--- src/rtl/blm_pkg.sv ---
// Shared constants and types for the block RMS level meter.
// No dependencies; imported by every module of the block.
package blm_pkg;

    // default parameter values
    localparam int unsigned MAX_BLOCK_DEF   = 1024;
    localparam int unsigned SAMPLE_BITS_DEF = 16;

    // fixed gain applied to every sample
    localparam int unsigned GAIN = 5;

    // register and result field widths
    localparam int unsigned LEN_W    = 11;
    localparam int unsigned ALPHA_W  = 16;
    localparam int unsigned CFG_W    = 16;
    localparam int unsigned RMS_W    = 18;
    localparam int unsigned BLKNUM_W = 16;

    // entries between the accumulator and the block-end arithmetic
    localparam int unsigned QUEUE_DEPTH = 2;

    // register reset values
    localparam logic [LEN_W-1:0]   BLOCK_LENGTH_RST = 11'd256;
    localparam logic [ALPHA_W-1:0] SMOOTH_ALPHA_RST = 16'd4588;

    // configuration register indexes
    typedef enum logic [0:0] {
        CFG_BLOCK_LENGTH = 1'b0,
        CFG_SMOOTH_ALPHA = 1'b1
    } t_cfg_idx;

    // queue status seen by both sides
    typedef struct packed {
        logic empty;
        logic full;
    } t_q_stat;

endpackage

--- src/rtl/blm_front.sv ---
// Front end: takes samples, applies gain, squares and accumulates per block.
// Uses blm_pkg; hands finished block sums to blm_queue.
module blm_front #(
    parameter int unsigned MAX_BLOCK   = blm_pkg::MAX_BLOCK_DEF,
    parameter int unsigned SAMPLE_BITS = blm_pkg::SAMPLE_BITS_DEF,
    parameter int unsigned CNT_W       = $clog2(MAX_BLOCK + 1),
    parameter int unsigned SUM_W       = 2 * (SAMPLE_BITS + 2) + CNT_W
) (
    input  logic                           i_clk,
    input  logic                           i_rst_n,
    input  logic                           i_in_valid,
    output logic                           o_in_stall,
    input  logic signed [SAMPLE_BITS-1:0]  i_sample,
    input  logic [blm_pkg::LEN_W-1:0]      i_block_length,
    input  blm_pkg::t_q_stat               i_q_stat,
    output logic                           o_push,
    output logic [SUM_W-1:0]               o_push_sum,
    output logic [CNT_W-1:0]               o_push_cnt
);
    import blm_pkg::*;

    localparam int unsigned MAG_W = SAMPLE_BITS + 2;
    localparam int unsigned SQ_W  = 2 * MAG_W;
    localparam int unsigned CMP_W = (CNT_W > LEN_W) ? CNT_W : LEN_W;

    logic [SUM_W-1:0]       r_sum;
    logic [CNT_W-1:0]       r_cnt;
    logic [SAMPLE_BITS-1:0] w_abs;
    logic [MAG_W-1:0]       w_mag;
    logic [SQ_W-1:0]        w_sq;
    logic [SUM_W-1:0]       w_sum_nx;
    logic [CMP_W-1:0]       w_len;
    logic [CMP_W-1:0]       w_eff;
    logic [CMP_W-1:0]       w_cnt_inc;
    logic                   w_end;
    logic                   w_accept;

    // magnitude times five, then squared
    assign w_abs    = i_sample[SAMPLE_BITS-1] ? SAMPLE_BITS'(-i_sample)
                                              : SAMPLE_BITS'(i_sample);
    assign w_mag    = {2'b00, w_abs} + {w_abs, 2'b00};
    assign w_sq     = SQ_W'(w_mag) * SQ_W'(w_mag);
    assign w_sum_nx = r_sum + SUM_W'(w_sq);

    // effective block length: zero counts as one, clamp at the maximum
    always_comb begin
        w_len = CMP_W'(i_block_length);
        if (w_len == '0) begin
            w_eff = CMP_W'(1);
        end else if (w_len > CMP_W'(MAX_BLOCK)) begin
            w_eff = CMP_W'(MAX_BLOCK);
        end else begin
            w_eff = w_len;
        end
    end

    assign w_cnt_inc = CMP_W'(r_cnt) + CMP_W'(1);
    assign w_end     = (w_cnt_inc >= w_eff);

    // only a block-ending sample needs room in the queue
    assign o_in_stall = i_q_stat.full && w_end;
    assign w_accept   = i_in_valid && !o_in_stall;

    assign o_push     = w_accept && w_end;
    assign o_push_sum = w_sum_nx;
    assign o_push_cnt = CNT_W'(w_cnt_inc);

    // accumulator and sample count
    always_ff @(posedge i_clk) begin
        if (!i_rst_n) begin
            r_sum <= '0;
            r_cnt <= '0;
        end else if (w_accept) begin
            if (w_end) begin
                r_sum <= '0;
                r_cnt <= '0;
            end else begin
                r_sum <= w_sum_nx;
                r_cnt <= CNT_W'(w_cnt_inc);
            end
        end
    end

endmodule

--- src/rtl/blm_queue.sv ---
// Short FIFO of finished block sums between front and back end.
// Uses blm_pkg for depth and the status struct.
module blm_queue #(
    parameter int unsigned DW = 58
) (
    input  logic             i_clk,
    input  logic             i_rst_n,
    input  logic             i_push,
    input  logic [DW-1:0]    i_push_data,
    input  logic             i_pop,
    output logic [DW-1:0]    o_head,
    output blm_pkg::t_q_stat o_stat
);
    import blm_pkg::*;

    localparam int unsigned PTR_W  = (QUEUE_DEPTH > 1) ? $clog2(QUEUE_DEPTH) : 1;
    localparam int unsigned FILL_W = $clog2(QUEUE_DEPTH + 1);

    logic [DW-1:0]     r_mem [QUEUE_DEPTH];
    logic [PTR_W-1:0]  r_wr_ptr;
    logic [PTR_W-1:0]  r_rd_ptr;
    logic [FILL_W-1:0] r_fill;
    logic              w_do_push;
    logic              w_do_pop;

    assign o_stat.empty = (r_fill == '0);
    assign o_stat.full  = (r_fill == FILL_W'(QUEUE_DEPTH));
    assign o_head       = r_mem[r_rd_ptr];

    assign w_do_push = i_push && !o_stat.full;
    assign w_do_pop  = i_pop && !o_stat.empty;

    // entry storage
    always_ff @(posedge i_clk) begin
        if (w_do_push) begin
            r_mem[r_wr_ptr] <= i_push_data;
        end
    end

    // pointers and fill level
    always_ff @(posedge i_clk) begin
        if (!i_rst_n) begin
            r_wr_ptr <= '0;
            r_rd_ptr <= '0;
            r_fill   <= '0;
        end else begin
            if (w_do_push) begin
                r_wr_ptr <= (r_wr_ptr == PTR_W'(QUEUE_DEPTH - 1)) ? '0
                                                                  : r_wr_ptr + 1'b1;
            end
            if (w_do_pop) begin
                r_rd_ptr <= (r_rd_ptr == PTR_W'(QUEUE_DEPTH - 1)) ? '0
                                                                  : r_rd_ptr + 1'b1;
            end
            case ({w_do_push, w_do_pop})
                2'b10:   r_fill <= r_fill + 1'b1;
                2'b01:   r_fill <= r_fill - 1'b1;
                default: r_fill <= r_fill;
            endcase
        end
    end

endmodule

--- src/rtl/blm_back.sv ---
// Back end: divides a block sum by its count, takes the square root,
// updates the smoothed level and drives the result register. Uses blm_pkg.
module blm_back #(
    parameter int unsigned MAX_BLOCK   = blm_pkg::MAX_BLOCK_DEF,
    parameter int unsigned SAMPLE_BITS = blm_pkg::SAMPLE_BITS_DEF,
    parameter int unsigned CNT_W       = $clog2(MAX_BLOCK + 1),
    parameter int unsigned SUM_W       = 2 * (SAMPLE_BITS + 2) + CNT_W
) (
    input  logic                          i_clk,
    input  logic                          i_rst_n,
    input  blm_pkg::t_q_stat              i_q_stat,
    input  logic [SUM_W-1:0]              i_head_sum,
    input  logic [CNT_W-1:0]              i_head_cnt,
    output logic                          o_pop,
    input  logic [blm_pkg::ALPHA_W-1:0]   i_smooth_alpha,
    output logic                          o_out_valid,
    input  logic                          i_out_stall,
    output logic [blm_pkg::RMS_W-1:0]     o_block_rms,
    output logic [blm_pkg::RMS_W-1:0]     o_smoothed_level,
    output logic [blm_pkg::BLKNUM_W-1:0]  o_block_number
);
    import blm_pkg::*;

    localparam int unsigned MAG_W  = SAMPLE_BITS + 2;
    localparam int unsigned RT_W   = (SUM_W + 1) / 2;
    localparam int unsigned RAD_W  = 2 * RT_W;
    localparam int unsigned SR_W   = RT_W + 2;
    localparam int unsigned LVL_W  = MAG_W + ALPHA_W;
    localparam int unsigned PA_W   = LVL_W + ALPHA_W + 1;
    localparam int unsigned PB_W   = ALPHA_W + MAG_W;
    localparam int unsigned ACC_W  = PA_W + 1;
    localparam int unsigned LSH_W  = ACC_W - ALPHA_W;
    localparam int unsigned STEP_W = $clog2(SUM_W + 1);

    localparam logic [MAG_W-1:0]   LEVEL_MAX     = MAG_W'(GAIN) << (SAMPLE_BITS - 1);
    localparam logic [LVL_W-1:0]   LEVEL_REG_MAX = {LEVEL_MAX, {ALPHA_W{1'b0}}};
    localparam logic [ALPHA_W:0]   ALPHA_ONE     = (ALPHA_W + 1)'(1) << ALPHA_W;
    localparam logic [ACC_W-1:0]   ROUND_HALF    = ACC_W'(1) << (ALPHA_W - 1);

    typedef enum logic [6:0] {
        ST_IDLE = 7'b0000001,
        ST_DIV  = 7'b0000010,
        ST_SQRT = 7'b0000100,
        ST_MULA = 7'b0001000,
        ST_MULB = 7'b0010000,
        ST_ACC  = 7'b0100000,
        ST_PUSH = 7'b1000000
    } t_back_state;

    t_back_state           r_state;
    logic [RAD_W-1:0]      r_work;
    logic [CNT_W-1:0]      r_div;
    logic [CNT_W-1:0]      r_drem;
    logic [SR_W-1:0]       r_srem;
    logic [RT_W-1:0]       r_root;
    logic [STEP_W-1:0]     r_step;
    logic [MAG_W-1:0]      r_rms;
    logic [PA_W-1:0]       r_prod_a;
    logic [PB_W-1:0]       r_prod_b;
    logic [LVL_W-1:0]      r_level;
    logic [BLKNUM_W-1:0]   r_blk;
    logic                  r_out_valid;
    logic [RMS_W-1:0]      r_out_rms;
    logic [RMS_W-1:0]      r_out_lvl;
    logic [BLKNUM_W-1:0]   r_out_blk;

    logic [CNT_W:0]        w_dtrial;
    logic                  w_dge;
    logic [CNT_W:0]        w_ddiff;
    logic [SR_W+1:0]       w_sbring;
    logic [SR_W+1:0]       w_strial;
    logic                  w_sge;
    logic [RT_W-1:0]       w_root_nx;
    logic [MAG_W-1:0]      w_rms_sat;
    logic [ALPHA_W:0]      w_one_minus;
    logic [ACC_W-1:0]      w_acc;
    logic [LSH_W-1:0]      w_lvl_sh;
    logic [LVL_W-1:0]      w_lvl_sat;
    logic [MAG_W-1:0]      w_lvl_top;
    logic [MAG_W-1:0]      w_lvl_out;
    logic                  w_out_free;

    // restoring divider, one quotient bit a cycle, quotient shifts into r_work
    assign w_dtrial = {r_drem, r_work[SUM_W-1]};
    assign w_dge    = (w_dtrial >= {1'b0, r_div});
    assign w_ddiff  = w_dtrial - {1'b0, r_div};

    // digit-by-digit square root, two radicand bits a cycle
    assign w_sbring  = {r_srem, r_work[RAD_W-1:RAD_W-2]};
    assign w_strial  = (SR_W + 2)'({r_root, 2'b01});
    assign w_sge     = (w_sbring >= w_strial);
    assign w_root_nx = {r_root[RT_W-2:0], w_sge};
    assign w_rms_sat = (w_root_nx > RT_W'(LEVEL_MAX)) ? LEVEL_MAX : MAG_W'(w_root_nx);

    // one-pole smoother with rounding and saturation
    assign w_one_minus = ALPHA_ONE - {1'b0, i_smooth_alpha};
    assign w_acc       = ACC_W'(r_prod_a) + ACC_W'({r_prod_b, {ALPHA_W{1'b0}}}) + ROUND_HALF;
    assign w_lvl_sh    = w_acc[ACC_W-1:ALPHA_W];
    assign w_lvl_sat   = (w_lvl_sh > LSH_W'(LEVEL_REG_MAX)) ? LEVEL_REG_MAX
                                                             : LVL_W'(w_lvl_sh);

    // reported level: integer part of the smoother state
    assign w_lvl_top = r_level[LVL_W-1:ALPHA_W];
    assign w_lvl_out = (w_lvl_top > LEVEL_MAX) ? LEVEL_MAX : w_lvl_top;

    assign w_out_free = !r_out_valid || !i_out_stall;
    assign o_pop      = (r_state == ST_IDLE) && !i_q_stat.empty;

    // sequencer and datapath
    always_ff @(posedge i_clk) begin
        if (!i_rst_n) begin
            r_state <= ST_IDLE;
            r_step  <= '0;
            r_level <= '0;
            r_blk   <= '0;
        end else begin
            unique case (r_state)
                ST_IDLE: begin
                    if (!i_q_stat.empty) begin
                        r_work  <= RAD_W'(i_head_sum);
                        r_div   <= i_head_cnt;
                        r_drem  <= '0;
                        r_step  <= '0;
                        r_state <= ST_DIV;
                    end
                end
                ST_DIV: begin
                    r_drem <= w_dge ? CNT_W'(w_ddiff) : CNT_W'(w_dtrial);
                    r_work <= RAD_W'({r_work[SUM_W-2:0], w_dge});
                    if (r_step == STEP_W'(SUM_W - 1)) begin
                        r_step  <= '0;
                        r_srem  <= '0;
                        r_root  <= '0;
                        r_state <= ST_SQRT;
                    end else begin
                        r_step <= r_step + 1'b1;
                    end
                end
                ST_SQRT: begin
                    r_srem <= w_sge ? SR_W'(w_sbring - w_strial) : SR_W'(w_sbring);
                    r_root <= w_root_nx;
                    r_work <= r_work << 2;
                    if (r_step == STEP_W'(RT_W - 1)) begin
                        r_step  <= '0;
                        r_rms   <= w_rms_sat;
                        r_state <= ST_MULA;
                    end else begin
                        r_step <= r_step + 1'b1;
                    end
                end
                ST_MULA: begin
                    r_prod_a <= PA_W'(r_level) * PA_W'(w_one_minus);
                    r_state  <= ST_MULB;
                end
                ST_MULB: begin
                    r_prod_b <= PB_W'(i_smooth_alpha) * PB_W'(r_rms);
                    r_state  <= ST_ACC;
                end
                ST_ACC: begin
                    r_level <= w_lvl_sat;
                    r_state <= ST_PUSH;
                end
                ST_PUSH: begin
                    if (w_out_free) begin
                        r_blk   <= r_blk + 1'b1;
                        r_state <= ST_IDLE;
                    end
                end
                default: r_state <= ST_IDLE;
            endcase
        end
    end

    // result register: loads when empty or when the held result is taken
    always_ff @(posedge i_clk) begin
        if (!i_rst_n) begin
            r_out_valid <= 1'b0;
        end else if (r_state == ST_PUSH && w_out_free) begin
            r_out_valid <= 1'b1;
        end else if (!i_out_stall) begin
            r_out_valid <= 1'b0;
        end
    end

    always_ff @(posedge i_clk) begin
        if (r_state == ST_PUSH && w_out_free) begin
            r_out_rms <= RMS_W'(r_rms);
            r_out_lvl <= RMS_W'(w_lvl_out);
            r_out_blk <= r_blk + 1'b1;
        end
    end

    assign o_out_valid      = r_out_valid;
    assign o_block_rms      = r_out_rms;
    assign o_smoothed_level = r_out_lvl;
    assign o_block_number   = r_out_blk;

endmodule

--- src/rtl/block_rms_level_meter_core.sv ---
// Top level of the block RMS level meter: configuration registers and the
// front end, block queue and back end. Uses blm_pkg, blm_front, blm_queue, blm_back.
//
//  channel  | direction | handshake                 | payload
//  ---------+-----------+---------------------------+-------------------------------------
//  sample   | in        | i_in_valid / o_in_stall   | i_sample
//  result   | out       | o_out_valid / i_out_stall | o_block_rms, o_smoothed_level,
//           |           |                           | o_block_number
//  config   | in        | i_cfg_we                  | i_cfg_idx, i_cfg_wdata
//
// A sample is accumulated in the front end as it is accepted; a block-ending sample
// stalls only when both queue entries are taken.
// The back end takes one block at a time from the queue and runs it through
// the one-bit-a-cycle divider followed by the one-bit-a-cycle square root.
// Reset is synchronous; there is no clearing pass.
// A stalled result holds in the output register while the back end works on.
module block_rms_level_meter_core #(
    parameter int unsigned MAX_BLOCK   = blm_pkg::MAX_BLOCK_DEF,
    parameter int unsigned SAMPLE_BITS = blm_pkg::SAMPLE_BITS_DEF
) (
    input  logic                          i_clk,
    input  logic                          i_rst_n,
    input  logic                          i_in_valid,
    output logic                          o_in_stall,
    input  logic signed [SAMPLE_BITS-1:0] i_sample,
    output logic                          o_out_valid,
    input  logic                          i_out_stall,
    output logic [blm_pkg::RMS_W-1:0]     o_block_rms,
    output logic [blm_pkg::RMS_W-1:0]     o_smoothed_level,
    output logic [blm_pkg::BLKNUM_W-1:0]  o_block_number,
    input  logic                          i_cfg_we,
    input  blm_pkg::t_cfg_idx             i_cfg_idx,
    input  logic [blm_pkg::CFG_W-1:0]     i_cfg_wdata
);
    import blm_pkg::*;

    localparam int unsigned CNT_W = $clog2(MAX_BLOCK + 1);
    localparam int unsigned SUM_W = 2 * (SAMPLE_BITS + 2) + CNT_W;
    localparam int unsigned QD_W  = SUM_W + CNT_W;

    logic [LEN_W-1:0]   r_block_length;
    logic [ALPHA_W-1:0] r_smooth_alpha;
    t_q_stat            w_q_stat;
    logic               w_push;
    logic [SUM_W-1:0]   w_push_sum;
    logic [CNT_W-1:0]   w_push_cnt;
    logic               w_pop;
    logic [QD_W-1:0]    w_head;

    // configuration registers
    always_ff @(posedge i_clk) begin
        if (!i_rst_n) begin
            r_block_length <= BLOCK_LENGTH_RST;
            r_smooth_alpha <= SMOOTH_ALPHA_RST;
        end else if (i_cfg_we) begin
            unique case (i_cfg_idx)
                CFG_BLOCK_LENGTH: r_block_length <= i_cfg_wdata[LEN_W-1:0];
                CFG_SMOOTH_ALPHA: r_smooth_alpha <= i_cfg_wdata[ALPHA_W-1:0];
                default:          r_block_length <= r_block_length;
            endcase
        end
    end

    // sample intake and accumulation
    blm_front #(
        .MAX_BLOCK   (MAX_BLOCK),
        .SAMPLE_BITS (SAMPLE_BITS),
        .CNT_W       (CNT_W),
        .SUM_W       (SUM_W)
    ) u_front (
        .i_clk          (i_clk),
        .i_rst_n        (i_rst_n),
        .i_in_valid     (i_in_valid),
        .o_in_stall     (o_in_stall),
        .i_sample       (i_sample),
        .i_block_length (r_block_length),
        .i_q_stat       (w_q_stat),
        .o_push         (w_push),
        .o_push_sum     (w_push_sum),
        .o_push_cnt     (w_push_cnt)
    );

    // finished blocks waiting for the back end
    blm_queue #(
        .DW (QD_W)
    ) u_queue (
        .i_clk       (i_clk),
        .i_rst_n     (i_rst_n),
        .i_push      (w_push),
        .i_push_data ({w_push_sum, w_push_cnt}),
        .i_pop       (w_pop),
        .o_head      (w_head),
        .o_stat      (w_q_stat)
    );

    // mean, root, smoothing and result
    blm_back #(
        .MAX_BLOCK   (MAX_BLOCK),
        .SAMPLE_BITS (SAMPLE_BITS),
        .CNT_W       (CNT_W),
        .SUM_W       (SUM_W)
    ) u_back (
        .i_clk            (i_clk),
        .i_rst_n          (i_rst_n),
        .i_q_stat         (w_q_stat),
        .i_head_sum       (w_head[QD_W-1:CNT_W]),
        .i_head_cnt       (w_head[CNT_W-1:0]),
        .o_pop            (w_pop),
        .i_smooth_alpha   (r_smooth_alpha),
        .o_out_valid      (o_out_valid),
        .i_out_stall      (i_out_stall),
        .o_block_rms      (o_block_rms),
        .o_smoothed_level (o_smoothed_level),
        .o_block_number   (o_block_number)
    );

endmodule

--- config.mk ---
export PLATFORM = sky130hd
export DESIGN_NAME = block_rms_level_meter_core
export DESIGN_NICKNAME = d
export VERILOG_FILES = /design/src/rtl/blm_pkg.sv /design/src/rtl/blm_front.sv /design/src/rtl/blm_queue.sv /design/src/rtl/blm_back.sv /design/src/rtl/block_rms_level_meter_core.sv
export SDC_FILE = /design/constraint.sdc
export NUM_CORES = 2
export LEC_CHECK = 0
export ABC_CLOCK_PERIOD_IN_PS = 12310
export BUFFER_PORTS_ARGS = -buffer_cell sky130_fd_sc_hd__buf_2
export CORE_MARGIN = 5
export CORE_UTILIZATION = 66
export CTS_CLUSTER_SIZE = 30
export DETAILED_ROUTE_END_ITERATION = 7
export PLACE_DENSITY_LB_ADDON = 0.08
export SLEW_MARGIN = 20
export SYNTH_ARGS = -nofsm -noshare
export SYNTH_HDL_FRONTEND = slang
export SYNTH_HIERARCHICAL = 1
export SYNTH_SLANG_ARGS = --single-unit
--- constraint.sdc ---
create_clock -name i_clk -period 12.31 [get_ports i_clk]
set_input_delay 0.6155 -clock i_clk [delete_from_list [all_inputs] [get_ports i_clk]]
set_output_delay 0.6155 -clock i_clk [all_outputs]
set_load 0.05 [all_outputs]
==> results.md <==
* H-tree levels at 2
* Max-slew violations at 0
* CTS tree: done
* Post-route ant nets at 0
* IO Pins at 92
* CP peak stage delay at 760 ps
* Area of the multi-input gates at 42400 um^2
* DRT Wirelength at 148 mm
* Fraction of layout cells with a size suffix above 1 at 6.50%
* Clk root buf: clkbuf_16
* # setup viols final at 0
* Die width at 318 um
* Worst path slowest cell: xnor2_1
* Clock transition at the registers of the reported paths at 60 ps
* Avg Synthesized Cell Area at 9.48 um^2
* Critical Path RT at 12760 ps
* Syn Std Cell Area at 62600 um^2
* Worst slew margin at 24.7%
* Critical path class: in2reg
* Pin count of the biggest net entering global routing at 75
* Vias per cell at 5.75
* Clock sinks at 530
* Initial Util at 66.2%
* Num CTS Buffers at 52
* Post-place setup slack at 1120 ps
* Sequential share of the synthesized area at 23.0%
* Worst EP arrival at 11300 ps
* Antenna violations before repair at 1
* Fin crit period at 10850 ps
* Vias at 45100
* Syn Nets at 8040
* Ys async rst share at 0%
* Final core occ at 69.7%
* Worst hold slack at 260 ps
* Synth warnings at 6
* Die area at 101000 um^2
* Hold/Removal Path Class: in2reg
* Initial detailed-routing violation count at 3155
* GRT Total Usage at 30.1%
* Post-cts hold buffer count at 0
* Core Rows at 113
* Critical path peak fanout at 13
* Placer congestion estimate at 0.912
* Port buffer count at 91
* Drc violations at 0
* Final TNS setup at 0 ps
* Startpoint types: input pin
* PostCTS Resize Cnt at 0
* Worst clock skew at 46.8 ps
* Core area at 94600 um^2
* Vias in the first global route at 47800
* Ys flop type: edfxtp_1
* Yosys reg bits at 530
* Synth top area share at 30.4%
* Clk_lat worst skew at 620 ps
* Longest Clk Path Bufs at 3
* Critical Path End Type: flip-flop
* Seq. cell area at 14400 um^2
* Layout area overhead at 5.41%
* Most frequent cells in the layout: inv_1, nand2_1, fa_1
* Max Cap Viol at 0
* Fin nets at 7977
* Top post-synthesis cells by area: fa_1, edfxtp_1, ha_1, inv_1, nand2_1
* DRT Pass-1 Iters at 6
* Die Y at 318 um
* Status: finished, final reports clean
* Final Hold Viols at 0
* Commonest non-fill, non-tap cell in the layout: inv_1
* Fmax at 92.2 MHz
* RSZ-0062 raised after global routing: no
* Number of distinct library cells after synthesis at 101
* Antenna diodes at 0
* Setup bufs post-CTS at 0
* First-pass GRT wire length at 247 mm
* Hpwl dp at 113 mm
* Gr ovfl total at 0
* Fin crit share at 88.1%
* Avg WL per Cell at 18.9 um
* Post-synth EDFFs at 376
* Actual slew at the worst max-slew pin at 1130 ps
* CP most frequent cell: fa_1
* Area leader, netlist: fa_1
* Fin worst setup slack at 1460 ps
* Fillers at 7351
* Cells after Synth at 6604
flip-flops by register name, summed over array words and instances, names as in the netlist, 18 cells and up, named ones only:
name	count
u_back/o_block_rms	18
u_back/r_srem	26
u_front/r_sum	47
u_back/r_root	24
u_back/r_level	34
u_queue/r_mem	116
u_back/o_smoothed_level	18
u_back/r_work	48
u_back/r_prod_b	34
u_back/r_prod_a	36
u_back/r_rms	18
cells in the mapped netlist, types with 81 or more instances:
| cell | number |
|---|---|
| a21o_1 | 81 |
| a21oi_1 | 176 |
| and2_1 | 350 |
| clkbuf_1 | 245 |
| dfxtp_1 | 154 |
| edfxtp_1 | 376 |
| fa_1 | 950 |
| ha_1 | 448 |
| inv_1 | 1278 |
| nand2_1 | 1027 |
| nor2_1 | 255 |
| o21ai_0 | 142 |
| xnor2_1 | 153 |
| xor2_1 | 81 |
metal layers:
metal | vias up | global-route usage (%) | routed length (um)
li1 | 20600 | - | -
met1 | 22600 | 40.2 | 60100
met2 | 1487 | 50.9 | 72200
met3 | 382 | 4.90 | 10100
met4 | 0 | 9.64 | 5680
met5 | - | 0 | 0
worst max-delay path: cells and delay by family:
| family | cells | cell delay (ps) |
|---|---|---|
| AOI/OAI and AO/OA | 10 | 2420 |
| xor gates and xnor gates | 2 | 950 |
| and+or+nand+nor | 5 | 1180 |
| adders and majority gates | 9 | 4210 |
| buffers and inverters | 8 | 1890 |
through the flow:
| step | cell area (um^2) | cells |
|---|---|---|
| after floorplan | 62600 | 6604 |
| after global placement | 64200 | 7752 |
| after detailed placement | 64200 | 7752 |
| after CTS | 66000 | 7850 |
| after global routing | 66000 | 7850 |
| final | 66000 | 7850 |
logic make-up after synthesis:
kind of cell	after synthesis	share of synthesized area, %
and+or+nand+nor	2019	15.0
buffers and inverters	1578	9.57
adders and majority gates	1398	39.3
AOI/OAI and AO/OA	755	8.22
DFF	530	23.0
xor gates and xnor gates	237	3.37
muxes	87	1.51
path summary, 6_finish.rpt:
path | from | to | slack [ps] | cells after the start
worst min register to register | u_back/r_level[19] | u_back/r_level[19] | 450 | 2
worst min-delay path | i_cfg_wdata[5] | r_block_length[5] | 260 | 3
worst max-delay path | i_sample[0] | u_queue/r_mem[1][56] | 1460 | 34
worst max register to register | r_smooth_alpha[3] | u_back/r_prod_a[50] | 1990 | 29
layout make-up:
type                       instances  share of cell area, %
clock buffer                      74                   2.25
inverter                        1287                   7.32
multi-input combinational       4496                   64.2
sequential                       530                   21.8
tap                             1265                   2.40
clock inverter                    24                  0.355
timing repair buffer             174                   1.64
Power is not shown: default switching activity piles up to over one toggle a cycle in this logic, so the estimate is an artifact.
